### src/design/dg_advection_euler_step_core_defines.svh
// Assertion macros for the advection step core.
// Included by the RTL files that carry concurrent checks; needs no other file.
`ifndef DG_ADVECTION_EULER_STEP_CORE_DEFINES_SVH
`define DG_ADVECTION_EULER_STEP_CORE_DEFINES_SVH

`ifndef ASSERT_OFF
`define DGADV_ASSERT_IMP(label, clk, rst_n, ante, cons) \
    label: assert property (@(posedge clk) disable iff (!(rst_n)) (ante) |-> (cons)) \
        else $error("assertion failed");
`define DGADV_ASSERT_NEXT(label, clk, rst_n, ante, cons) \
    label: assert property (@(posedge clk) disable iff (!(rst_n)) (ante) |=> (cons)) \
        else $error("assertion failed");
`else
`define DGADV_ASSERT_IMP(label, clk, rst_n, ante, cons)
`define DGADV_ASSERT_NEXT(label, clk, rst_n, ante, cons)
`endif

`endif

### src/design/dgadv_pkg.sv
// Shared types, widths and codes of the advection step core.
// Used by the cell, the update datapath and the top level; depends on nothing.
package dgadv_pkg;

    localparam int DEFAULT_ELEMENTS = 32;

    localparam int CMD_W       = 2;
    localparam int CELL_W      = 5;
    localparam int COEF_W      = 16;
    localparam int VEL_W       = 16;
    localparam int TS_W        = 16;
    localparam int CFG_INDEX_W = 2;
    localparam int IN_DATA_W   = 40;
    localparam int OUT_DATA_W  = 32;

    // Datapath widths: S = 2P - L - R, D = L - R, X = 2S - D or 2D - S.
    localparam int S_W         = 18;
    localparam int D_W         = 17;
    localparam int X_W         = 20;
    localparam int K_W         = 33;
    localparam int PROD_W      = 53;
    localparam int ROUND_SHIFT = 36;
    localparam int INC_W       = PROD_W - ROUND_SHIFT;
    localparam int SUM_W       = 18;

    localparam logic [PROD_W-1:0] ROUND_HALF = PROD_W'(1) << (ROUND_SHIFT - 1);

    localparam logic [CMD_W-1:0] CMD_LOAD = 2'd0;
    localparam logic [CMD_W-1:0] CMD_STEP = 2'd1;
    localparam logic [CMD_W-1:0] CMD_READ = 2'd2;

    localparam logic [CFG_INDEX_W-1:0] REG_VELOCITY  = 2'd0;
    localparam logic [CFG_INDEX_W-1:0] REG_TIME_STEP = 2'd1;

    localparam logic signed [VEL_W-1:0] VELOCITY_RESET  = 16'sd768;
    localparam logic        [TS_W-1:0]  TIME_STEP_RESET = 16'd655;

    typedef struct packed {
        logic signed [COEF_W-1:0] left;
        logic signed [COEF_W-1:0] right;
    } coef_pair_t;

    typedef struct packed {
        logic advance;
        logic do_update;
    } upd_ctrl_t;

endpackage

### src/design/dgadv_cell.sv
// One cell of the coefficient ring: holds a left/right pair and takes its
// neighbour's pair on every shift. Depends on dgadv_pkg.
module dgadv_cell
    import dgadv_pkg::*;
(
    input  logic       aclk,
    input  logic       aresetn,
    input  logic       shift_en,
    input  coef_pair_t pair_in,
    output coef_pair_t pair_out
);

    coef_pair_t pair_reg;
    coef_pair_t pair_next;

    always_comb begin
        pair_next = shift_en ? pair_in : pair_reg;
    end

    always_ff @(posedge aclk) begin
        if (!aresetn) begin
            pair_reg <= '0;
        end else begin
            pair_reg <= pair_next;
        end
    end

    assign pair_out = pair_reg;

endmodule

### config.mk
export PLATFORM = sky130hd
export DESIGN_NAME = dgadv_cell
export DESIGN_NICKNAME = d
export VERILOG_FILES = /design/src/design/dg_advection_euler_step_core_defines.svh /design/src/design/dgadv_pkg.sv /design/src/design/dgadv_cell.sv
export SDC_FILE = /design/constraint.sdc
export NUM_CORES = 1
export LEC_CHECK = 0
export BUFFER_PORTS_ARGS = -buffer_cell sky130_fd_sc_hd__buf_2
export CAP_MARGIN = 20
export CORE_ASPECT_RATIO = 0.5
export CORE_MARGIN = 4
export CORE_UTILIZATION = 40
export DETAILED_ROUTE_END_ITERATION = 10
export PLACE_DENSITY = 0.71
export SLEW_MARGIN = 20
export SYNTH_ARGS = -nofsm -noshare
export SYNTH_HDL_FRONTEND = slang
export SYNTH_SLANG_ARGS = --single-unit
### constraint.sdc
create_clock -name aclk -period 0.8 [get_ports aclk]
set_input_delay 0.04 -clock aclk [delete_from_list [all_inputs] [get_ports aclk]]
set_output_delay 0.04 -clock aclk [all_outputs]
set_load 0.05 [all_outputs]
Word level (Yosys, flattened, before mapping)
Index checks and enable logic that the tools add are counted.
{"block": "word_totals", "regBits": 32}

Depth between registers and ports, before layout
{"block": "logic_depth", "depth_word": 0, "mapped_depth": 4, "depth_no_buf": 2}

Worst setup path after synthesis
Ideal clock, no wire load.
{"block": "synth_timing", "kind": "reg2reg", "startpoint": "register pair_out[0] (netlist name)", "endpoint": "register pair_reg, in the netlist pair_out[0]", "setup_ps": 66, "stages_incl_launch_ff": 3, "slack_ps": -103, "period_less_slack_ps": 903, "arrival_ps": 838, "required_ps": 734, "path_cell_list": "dfxtp_1 > mux2i_1 > nor2b_1"}
{"item": "end signal: assignment", "line": "dgadv_cell.sv:24", "text": "pair_reg <= pair_next;"}
{"item": "end: declaration", "line": "dgadv_cell.sv:13", "text": "coef_pair_t pair_reg;"}

Final worst setup path
{"block": "layout_timing", "startpoint": "register pair_reg, in the netlist pair_out[20]", "endpoint": "output port pair_out[20] (netlist name)"}
{"item": "end: declaration", "line": "dgadv_cell.sv:10", "text": "output coef_pair_t pair_out"}
No word-level cell between the ends.

==> flow_summary.json <==
{
  "syn_area_um2": 1240,
  "leakagePower_nw": 0.961,
  "min_path_type": "in -> reg",
  "hpwl_um": 1840,
  "insertedDiodeCount": 0,
  "drtIter0Drc": 16,
  "stdcell_count": 211,
  "power_frac_comb_pct": 23.7,
  "cts_tree": "done",
  "die_area_um2": 4120,
  "path_buf_inv": 1,
  "cp_max_fo": 2,
  "max_slew_margin_pct": 90.5,
  "grt_overflow": 0,
  "grtUsageTotal_pct": 13.6,
  "synth-compound-area-share_pct": 0,
  "rows": 13,
  "p_sw_mw": 1.14,
  "swShare_pct": 28.7,
  "start_util_pct": 44.7,
  "synth_xor_area_share_pct": 0,
  "cts.sinks": 32,
  "rr_endpoint": "pair_out[7]$_SDFFE_PN0P_",
  "syn-num-nets": 138,
  "outcome": "complete, but fails checks",
  "cp_slowest_cell": "dfxtp_2",
  "seq_power_share_pct": 45.1,
  "place.port_buffers": 66,
  "synth_cell_types": 6,
  "synthSimpleGateAreaFrac_pct": 16.1,
  "nets": 208,
  "largest_register_ffs": 32,
  "critPathKind": "reg -> out",
  "setup_viol": 18,
  "io_pins": 67,
  "clock_path_buffers": 2,
  "p_per_area_nw_per_um2": 1960,
  "vias": 938,
  "drive_gt1_share_pct": 63.2,
  "fmax_mhz": 1220,
  "finalHoldViolCount": 0,
  "layout_common_cells": "buf_2, mux2i_1, nor2b_1, dfxtp_2, buf_8",
  "wl_per_cell_um": 12.5,
  "worst_slew_pin_slew_ns": 0.138,
  "grt_pass1_vias": 945,
  "grt_pass1_wl_um": 4240,
  "yosysWarnings": 0,
  "antenna_found_initial": 0,
  "peakVddDrop_uv": 1200,
  "clk_latency_ns": 0.27,
  "cts_max_level": 2,
  "drc": 0,
  "coreArea_um2": 2780,
  "maxSlewViolCount": 0,
  "crit_chain": "buf_8",
  "gp_congestion": 0.631,
  "critPathLaunch": "pair_out[20]$_SDFFE_PN0P_",
  "whs_path_depth": 3,
  "violations": "setup timing",
  "die_width_um": 86.9,
  "synth_top_family_by_area": "multiplexers",
  "r2r_slack_ns": 0.06,
  "pwr-share-clk_pct": 31.3,
  "total_power_mw": 3.97,
  "synthCells": 103,
  "grt_setup_unrepaired": "true",
  "wirelength_um": 2640,
  "synth_fa_ha_area_share_pct": 0,
  "worst_clock_skew_ns": 0,
  "worstRegToRegCells": 3,
  "drtAntennaViolNets": 0,
  "path_clk_slew_ns": 0.07,
  "cts_buffers": 5,
  "worstSetupEndpointType": "primary output",
  "max_stage_delay_ns": 0.35,
  "place_inst": 202,
  "cp_top_family": "flip-flops",
  "drv_cap": 0,
  "n_fill_cell": 205,
  "hold_path_startpoint": "pair_in[20]",
  "fin_ws_ns": -0.0179,
  "period_needed_ns": 0.818,
  "cp.required_ns": 0.76,
  "synth.mux.area_fraction_pct": 25.8,
  "area_growth_pct": 63.1,
  "holdPathEnd": "pair_out[20]$_SDFFE_PN0P_",
  "ys_ff_latch": 32,
  "final_common_cell": "buf_2",
  "p_int_mw": 2.83,
  "dieHeight_um": 47.4,
  "root_buffer": "clkbuf_8",
  "vias_per_cell": 4.45,
  "cp-start-kind": "register",
  "first_pass_iters": 4,
  "grt_max_degree": 33,
  "period_share_pct": 102,
  "avgSynthCellArea_um2": 12.1,
  "cp_data_arrival_time_ns": 0.78,
  "seq_area_frac_synth_pct": 51.5,
  "postCtsHoldBufs": 0,
  "rr_startpoint": "pair_out[7]$_SDFFE_PN0P_"
}
cell usage after synthesis:
master	count	share of area (%)
nor2b_1	32	16
buf_6	1	0.91
dfxtp_1	32	52
clkbuf_1	3	0.91
buf_12	3	4.8
mux2i_1	32	26
per-stage QoR:
stage / TNS [ns] / hold slack (ns) / util, % / cell area (µm²) / setup slack (ns)
after floorplan: 0 / 0.168 / - / 1280 / 0.0619
after global placement: 0 / 0.295 / 58.9 / 1640 / 0.0361
after detailed placement: 0 / 0.304 / 58.9 / 1640 / 0.0245
after CTS: -0.381 / 0.0142 / 71.3 / 1980 / -0.0185
after global routing: -1.04 / 0.0261 / 72.9 / 2030 / -0.0492
final: -0.0891 / 0.0230 / 72.9 / 2030 / -0.0179
tightest hold or removal path: cells and delay by family:
| kind | cells | cell delay [ns] |
|---|---|---|
| buffers and inverters | 1 | 0.08 |
| AND/OR/NAND/NOR | 1 | 0.09 |
| multiplexers | 1 | 0.06 |
worst max-delay path by stage:
stage	endpoint	cells after the start	slack [ns]
3_3_place_gp	pair_out[28]$_SDFFE_PN0P_	4	0.04
2_1_floorplan	pair_out[0]$_SDFFE_PN0P_	2	0.06
3_5_place_dp	pair_out[18]$_SDFFE_PN0P_	4	0.02
6_report	pair_out[20]	1	-0.02
4_1_cts	pair_out[9]	1	-0.02
5_1_grt	pair_out[20]	1	-0.05
cell families after synthesis:
logic type,count (synthesis)
multiplexers,32
flip-flops,32
AND/OR/NAND/NOR,32
buffers and inverters,7
power groups by stage:
stage / combinational [mW] / sequential (mW) / clock [mW]
2_1_floorplan: 0.238 / 2.12 / 0
3_3_place_gp: 0.765 / 1.78 / 0
3_5_place_dp: 0.775 / 1.79 / 0
4_1_cts: 0.919 / 1.78 / 1.29
5_1_grt: 0.991 / 1.80 / 1.37
6_report: 0.939 / 1.79 / 1.24
metal layers:
| layer | global-route usage, % | share of wire [%] | routed length, µm |
|---|---|---|---|
| met3 | 4.98 | 7.6 | 200 |
| met4 | 4.66 | 0 | 0 |
| met1 | 14.6 | 38 | 1010 |
| met2 | 25.9 | 54 | 1430 |
| met5 | 0 | 0 | 0 |
area by class of cell:
class	count	area, µm²	area share, %
tap	37	46.3	2.28
clock inverter	2	10.0	0.494
sequential	32	681	33.6
multi-input combinational	64	520	25.7
clock buffer	6	82.6	4.07
timing repair buffer	70	688	33.9
what timing repair did:
item / in CTS / in global routing
setup buffers: 0 / 1
setup endpoints to repair: 32 / 32
gates resized for setup: 78 / 10
Note: power is estimated with default switching activity, not from simulation.
