--- config.mk ---
export PLATFORM = sky130hd
export DESIGN_NAME = dgadv_update
export DESIGN_NICKNAME = d
export VERILOG_FILES = /design/src/design/dg_advection_euler_step_core_defines.svh /design/src/design/dgadv_pkg.sv /design/src/design/dgadv_update.sv
export SDC_FILE = /design/constraint.sdc
export NUM_CORES = 2
export LEC_CHECK = 0
export ABC_AREA = 1
export BUFFER_PORTS_ARGS = -buffer_cell sky130_fd_sc_hd__buf_2
export CAP_MARGIN = 20
export CORE_UTILIZATION = 40
export CTS_CLUSTER_DIAMETER = 80
export DETAILED_ROUTE_END_ITERATION = 6
export GPL_TIMING_DRIVEN = 0
export PLACE_DENSITY_LB_ADDON = 0.15
export SLEW_MARGIN = 20
export SYNTH_ARGS = -nofsm -noshare
export SYNTH_HDL_FRONTEND = slang
export SYNTH_SLANG_ARGS = --single-unit
--- constraint.sdc ---
create_clock -name aclk -period 8.8 [get_ports aclk]
set_clock_uncertainty 0.15 [all_clocks]
set_input_delay 1.76 -clock aclk [delete_from_list [all_inputs] [get_ports aclk]]
set_output_delay 1.76 -clock aclk [all_outputs]
set_load 0.005 [all_outputs]
--- src/design/dg_advection_euler_step_core_defines.svh ---
// Assertion macros for the advection step core.
// Included by the RTL files that carry concurrent checks; needs no other file.
`ifndef DG_ADVECTION_EULER_STEP_CORE_DEFINES_SVH
`define DG_ADVECTION_EULER_STEP_CORE_DEFINES_SVH

`ifndef ASSERT_OFF
`define DGADV_ASSERT_IMP(label, clk, rst_n, ante, cons) \
    label: assert property (@(posedge clk) disable iff (!(rst_n)) (ante) |-> (cons)) \
        else $error("assertion failed");
`define DGADV_ASSERT_NEXT(label, clk, rst_n, ante, cons) \
    label: assert property (@(posedge clk) disable iff (!(rst_n)) (ante) |=> (cons)) \
        else $error("assertion failed");
`else
`define DGADV_ASSERT_IMP(label, clk, rst_n, ante, cons)
`define DGADV_ASSERT_NEXT(label, clk, rst_n, ante, cons)
`endif

`endif

--- src/design/dgadv_pkg.sv ---
// Shared types, widths and codes of the advection step core.
// Used by the cell, the update datapath and the top level; depends on nothing.
package dgadv_pkg;

    localparam int DEFAULT_ELEMENTS = 32;

    localparam int CMD_W       = 2;
    localparam int CELL_W      = 5;
    localparam int COEF_W      = 16;
    localparam int VEL_W       = 16;
    localparam int TS_W        = 16;
    localparam int CFG_INDEX_W = 2;
    localparam int IN_DATA_W   = 40;
    localparam int OUT_DATA_W  = 32;

    // Datapath widths: S = 2P - L - R, D = L - R, X = 2S - D or 2D - S.
    localparam int S_W         = 18;
    localparam int D_W         = 17;
    localparam int X_W         = 20;
    localparam int K_W         = 33;
    localparam int PROD_W      = 53;
    localparam int ROUND_SHIFT = 36;
    localparam int INC_W       = PROD_W - ROUND_SHIFT;
    localparam int SUM_W       = 18;

    localparam logic [PROD_W-1:0] ROUND_HALF = PROD_W'(1) << (ROUND_SHIFT - 1);

    localparam logic [CMD_W-1:0] CMD_LOAD = 2'd0;
    localparam logic [CMD_W-1:0] CMD_STEP = 2'd1;
    localparam logic [CMD_W-1:0] CMD_READ = 2'd2;

    localparam logic [CFG_INDEX_W-1:0] REG_VELOCITY  = 2'd0;
    localparam logic [CFG_INDEX_W-1:0] REG_TIME_STEP = 2'd1;

    localparam logic signed [VEL_W-1:0] VELOCITY_RESET  = 16'sd768;
    localparam logic        [TS_W-1:0]  TIME_STEP_RESET = 16'd655;

    typedef struct packed {
        logic signed [COEF_W-1:0] left;
        logic signed [COEF_W-1:0] right;
    } coef_pair_t;

    typedef struct packed {
        logic advance;
        logic do_update;
    } upd_ctrl_t;

endpackage

--- src/design/dgadv_update.sv ---
// Two-stage Euler update datapath that sits in the ring between the head and
// tail cells: flux terms, scaled products, rounding and saturation. Uses dgadv_pkg.
module dgadv_update
    import dgadv_pkg::*;
(
    input  logic                     aclk,
    input  logic                     aresetn,
    input  logic signed [VEL_W-1:0]  velocity,
    input  logic        [TS_W-1:0]   time_step,
    input  upd_ctrl_t                ctrl,
    input  coef_pair_t               head,
    input  logic signed [COEF_W-1:0] prev_right,
    output coef_pair_t               tail,
    output logic                     clip
);

    logic signed [K_W-1:0]    k_reg;
    logic signed [X_W-1:0]    xl_a_reg, xr_a_reg;
    coef_pair_t               old_a_reg;
    logic                     upd_a_reg;
    logic signed [PROD_W-1:0] pl_b_reg, pr_b_reg;
    coef_pair_t               old_b_reg;
    logic                     upd_b_reg;

    logic signed [S_W-1:0] s_sum;
    logic signed [D_W-1:0] d_diff;
    logic signed [X_W-1:0] xl_next, xr_next;
    logic signed [COEF_W-1:0] new_l, new_r;
    logic clip_l, clip_r;

    // Adds round(p / 2^36), ties away from zero, to old and clips to 16 bits.
    function automatic logic [COEF_W:0] round_sat(input logic signed [PROD_W-1:0] p,
                                                  input logic signed [COEF_W-1:0] old);
        logic [PROD_W-1:0]        biased;
        logic signed [INC_W-1:0]  inc;
        logic signed [SUM_W-1:0]  sum;
        logic signed [COEF_W-1:0] val;
        logic                     clipped;
        biased  = p + ROUND_HALF - PROD_W'(p[PROD_W-1]);
        inc     = $signed(biased[PROD_W-1:ROUND_SHIFT]);
        sum     = SUM_W'(old) + SUM_W'(inc);
        clipped = 1'b0;
        val     = sum[COEF_W-1:0];
        if (sum > SUM_W'(32767)) begin
            val     = 16'sh7fff;
            clipped = 1'b1;
        end else if (sum < -SUM_W'(32768)) begin
            val     = 16'sh8000;
            clipped = 1'b1;
        end
        return {clipped, val};
    endfunction

    always_comb begin
        s_sum   = (S_W'(prev_right) <<< 1) - S_W'(head.left) - S_W'(head.right);
        d_diff  = D_W'(head.left) - D_W'(head.right);
        xl_next = (X_W'(s_sum) <<< 1) - X_W'(d_diff);
        xr_next = (X_W'(d_diff) <<< 1) - X_W'(s_sum);
    end

    // Combined scale velocity * time_step, registered from the velocity and time_step inputs.
    always_ff @(posedge aclk) begin
        k_reg <= K_W'(velocity) * K_W'($signed({1'b0, time_step}));
    end

    always_ff @(posedge aclk) begin
        if (ctrl.advance) begin
            xl_a_reg  <= xl_next;
            xr_a_reg  <= xr_next;
            old_a_reg <= head;
            pl_b_reg  <= PROD_W'(k_reg) * PROD_W'(xl_a_reg);
            pr_b_reg  <= PROD_W'(k_reg) * PROD_W'(xr_a_reg);
            old_b_reg <= old_a_reg;
        end
    end

    always_ff @(posedge aclk) begin
        if (!aresetn) begin
            upd_a_reg <= 1'b0;
            upd_b_reg <= 1'b0;
        end else if (ctrl.advance) begin
            upd_a_reg <= ctrl.do_update;
            upd_b_reg <= upd_a_reg;
        end
    end

    always_comb begin
        {clip_l, new_l} = round_sat(pl_b_reg, old_b_reg.left);
        {clip_r, new_r} = round_sat(pr_b_reg, old_b_reg.right);
        if (upd_b_reg) begin
            tail.left  = new_l;
            tail.right = new_r;
        end else begin
            tail = old_b_reg;
        end
        clip = upd_b_reg & (clip_l | clip_r);
    end

endmodule

== Word level (Yosys, flattened, before mapping) ==
Index checks and enable logic that the tools add are counted.
Widths: inputs -> output; s select.
Word-level totals
  memories: 0
  ROM bits: 0
  output and inout port bits: 33
  bits in latches: 0
  memory bits (writable): 0
  flip-flop bits (word level): 244
  logic and storage cells: 40
  input port bits: 84
Cells by class
  reductions and logical operators: 0
  shift-type cells: 0
  div/mod/pow operators: 0
  $mul: 3
  add/sub/neg operators: 11
  bitwise logic cells: 2
  equal/unequal tests: 0
  magnitude comparators: 4
  mux-type cells: 9
Operators with widths (count)
  $add 53x36->53 const B: 2
  $sub 53x1->53: 2
  $mux 16: 4
  $mul 33x20->53: 1
  $mul 33x19->52: 1
  $add 16x17->18: 2
  $gt 18x16->1 const B: 2
  $lt 18x16->1 const B: 2
  $mul 16x17->33: 1
  $mux 32: 1
  $sub 19x17->20: 1
  $sub 18x18->19: 1
  $sub 17x16->18: 1
  $sub 18x16->18: 1
  $sub 16x16->17: 1
  $mux 1: 4
  $and 1x1->1: 1
  $or 1x1->1: 1

== Longest topological paths before layout ==
  depth in word-level cells: 8
  depth in mapped cells: 33
  depth with buffers taken out: 32

== Worst setup path after synthesis ==
No wires, ideal clock.
  path type: input -> register
  start point: input velocity[1]
  end point: register k_reg[26]
  slack: 1767 ps
  setup time: 122 ps
  data arrival time: 6761 ps
  buffers on the path: 2
  required time: 8528 ps
  cell stages on the path: 23
  path through: clkbuf_1 clkbuf_1 nand2_1 fa_1 inv_1 fa_1 inv_1 fa_1 inv_1 fa_1 inv_1 fa_1 inv_1 fa_1 ha_1 a21o_1 o21ai_0 nand2_1 a21oi_1 nor2_1 nand2_1 nand2_1 xor2_1
Between the ends
  word-level cells in the longest chain between the ends: 1
RTL lines
  start, declared: RTL line dgadv_update.sv:8  | input logic signed [VEL_W-1:0] velocity,
  $mul 16x17->33: RTL line dgadv_update.sv:63  | k_reg <= K_W'(velocity) * K_W'($signed({1'b0, time_step}));
  end signal, assigned: RTL line dgadv_update.sv:63
  end, declared: RTL line dgadv_update.sv:17  | logic signed [K_W-1:0] k_reg;
No other way between the ends.
A chain may end at the register's enable or synchronous reset.

== Worst setup path in the final report ==
  start point: register k_reg[15]
  end point: register pr_b_reg[49] (data pin)
Between the ends
  word-level cells in the longest chain between the ends: 1
RTL lines
  $mul 33x19->52: RTL line dgadv_update.sv:72  | pr_b_reg <= PROD_W'(k_reg) * PROD_W'(xr_a_reg);
  end signal, assigned: RTL line dgadv_update.sv:72
  end, declared: RTL line dgadv_update.sv:21  | logic signed [PROD_W-1:0] pl_b_reg, pr_b_reg;
No other way between the ends.

==> impl_metrics.yaml <==
run_status:
  outcome: "completed"
sta:
  tightest_slew_ps: 1330
  min_period_ps: 8580
  rsz0062_at_grt: "no"
  tns_ps: 0
  hold_viol: 0
  timing.final.crit_share: 0.975
  setup_viol: 0
  relSlewSlack: 0.112
  slew_viol_final: 0
  fmax_ghz: 0.117
floorplanning:
  initial_core_util: 0.404
  row_count: 160
  pin_count: 117
  fp.dieW_um: 441
  die_area_sq_mm: 0.194
  core_area_sq_mm: 0.191
  dieHeight_um: 441
global_route:
  grt_max_degree: 103
  grt_pass1_vias: 67700
  grt_overflow_total: 0
  track_usage: 0.283
  antenna_found_initial: 14
  grt_pass1_wl_mm: 410
critical_path:
  r2r-end: "pr_b_reg[49]$_DFFE_PP_"
  crit_slowest_cell: "clkbuf_1"
  max_stage_delay_ps: 880
  rr_worst_depth: 23
  crit_path_end_kind: "flop"
  critPathMaxFanout: 10
  path_cells: "clkbuf_1 > buf_1 > nand2_1 > fa_1 > inv_1 > fa_1 > inv_1 > fa_1 > inv_1 > fa_1 > inv_1 > fa_1 > inv_1 > fa_1 > ha_1 > ha_1 > nand2_1 > nor2_1 > nand4_1 > o21ai_0 > nand3_1 > nand4_1 > nand2_1"
  crit_required_ps: 8980
  worstSetupStartpointType: "flop"
  crit_path_frequent_cell: "fa_1"
  rr_startpoint: "k_reg[15]$_DFF_P_"
  worst-endpoint-arrival_ps: 8760
  regToRegSetupSlack_ps: 220
  critPathKind: "flop to flop"
yosys:
  yosysUniqueCellTypes: 54
  syn_area_sq_mm: 0.0771
  synth.area.top_cells: "fa_1 38%, inv_1 14%, nand2_1 13%"
  syn-num-nets: 12300
  ys.flop_type: "edfxtp_1"
  syn_area_per_cell_sq_um: 7.59
  ys_seq_area_frac: 0.0901
  synth-seq-cells: 243
  yosysTopAreaCellShare: 0.383
  synth_area_leader_cell: "fa_1"
  synth_edf_count: 208
  synth-async-reset-ratio: 0
  syn_inst: 10200
  ys_warn_count: 0
hold_path:
  min_path_type: "flop to flop"
  hold_start: "old_a_reg[6]$_DFFE_PP_"
  min_to: "old_b_reg[6]$_DFFE_PP_"
  whs_path_depth: 0
routing:
  drt-initial-drc-count: 4347
  first_pass_iters: 6
  vias: 64500
  postRouteAntennaNets: 0
  wl_per_cell_um: 21.1
  drt_wl_total_mm: 271
  vias_per_cell: 5.03
  drc: 0
clock_network:
  cts.clk_slew.worst_paths_ps: 60
  htree_levels: 1
  postCtsSetupBuffers: 0
  clock_path_buffers: 3
  cts_tree: "yes"
  cts_buffers: 31
  ctsHoldBuffers: 0
  clock_sinks: 243
  clk_latency_ps: 620
  cts_root_buf: "clkbuf_16"
place:
  hpwlAfterDp_mm: 235
  routabilityCongestion: 0.963
  port_buffers: 99
finish:
  syn_to_final_growth_pct: 6.20
  drive_above_1_share: 0.0293
  largest_reg_flops: 53
  fill_cells: 19900
  fin_nets: 12500
flow_run:
  max_cap_violations: 0
-- synth_stat cells (68+ instances only) --
| cell type | instances |
|---|---|
| nand2_1 | 2655 |
| fa_1 | 1476 |
| o21ai_0 | 230 |
| a21oi_1 | 394 |
| xor2_1 | 140 |
| ha_1 | 618 |
| nor3_1 | 68 |
| nand3_1 | 213 |
| clkbuf_1 | 316 |
| nor2_1 | 483 |
| edfxtp_1 | 208 |
| inv_1 | 2838 |
-- cells by family after synthesis --
family                     count (synthesis)  share of synthesized area
and+or+nand+nor                         3616                      0.188
buffers and inverters                   3194                      0.156
adders and majority gates               2094                      0.484
AOI/OAI and AO/OA                        812                     0.0588
DFF                                      243                     0.0901
xor gates and xnor gates                 202                     0.0230
-- final cells by class --
class,instances,area [sq um],area share
antenna,6,15.0,0.000183
multi-input combinational,6724,58100,0.710
timing repair buffer,101,561,0.00685
buffer,347,1420,0.0173
sequential,243,6950,0.0849
tap,2511,3140,0.0384
clock buffer,36,805,0.00983
inverter,2847,10700,0.131
clock inverter,21,206,0.00252
-- routing by layer --
layer,up-vias,GRT usage,wire length (um)
met5,-,0,38
met4,6,0.114,12900
met3,463,0.0352,16900
met2,1960,0.474,126000
met1,32300,0.370,115000
li1,29900,-,-
-- metrics by stage --
stage	cells	setup slack [ps]	utilization	instance area, sq um	hold WS, ps
finish	12800	221	0.429	81900	262
global placement	12800	-423	0.423	80700	255
global route	12800	8.67	0.429	81800	272
detailed placement	12800	-483	0.424	80800	255
floorplan	10200	1770	-	77100	250
CTS	12800	21.2	0.429	81800	266
-- placed cells by master (no fill, tap or decap), types with 5 or more instances in the layout --
cell type and instances:
a21boi_0 12, a21o_1 37, a21oi_1 394, a21oi_2 5, a31oi_1 23, and2_1 5
buf_1 21, buf_2 100, clkbuf_1 290, clkbuf_16 31, clkbuf_2 29, clkinv_1 5
dfxtp_1 35, diode_2 6, edfxtp_1 208, fa_1 1475, ha_1 618, inv_1 2838
inv_2 7, nand2_1 2655, nand2_2 48, nand2_4 6, nand3_1 213, nand3b_1 8
nand4_1 58, nor2_1 483, nor3_1 68, nor4_1 22, o211ai_1 8, o21a_1 18
o21ai_0 230, o21bai_1 59, o31ai_1 7, or2_2 30, xnor2_1 62, xor2_1 140
-- how the worst max path moves through the flow --
| stage | cells past startpoint | slack, ps | startpoint | end |
|---|---|---|---|---|
| 2_1_floorplan | 23 | 1770 | velocity[1] | k_reg[26]$_DFF_P_ |
| 3_3_place_gp | 23 | -420 | xl_a_reg[3]$_DFFE_PP_ | pl_b_reg[45]$_DFFE_PP_ |
| 3_5_place_dp | 23 | -480 | xl_a_reg[3]$_DFFE_PP_ | pl_b_reg[45]$_DFFE_PP_ |
| 4_1_cts | 21 | 20 | k_reg[32]$_DFF_P_ | pr_b_reg[51]$_DFFE_PP_ |
| 5_1_grt | 21 | 9 | xl_a_reg[9]$_DFFE_PP_ | pl_b_reg[45]$_DFFE_PP_ |
| 6_report | 23 | 220 | k_reg[15]$_DFF_P_ | pr_b_reg[49]$_DFFE_PP_ |
-- worst max-delay path, delay by kind of cell (launching register included) --
family,cells,cell delay (ps)
fa+ha+maj,8,3690
buf+inv,7,1960
simple gates,7,1470
compound gates,1,690
flops,1,340
-- what timing repair did --
| item | 4_1_cts | 5_1_grt |
|---|---|---|
| endpoints found under the setup margin | 1 | 11 |
| gates cloned | 0 | 0 |
| gates resized for setup | 4 | 9 |
Power is left out: the tool's default activity adds up to more than one toggle a clock period on the data nets, which glitch-free logic cannot reach.
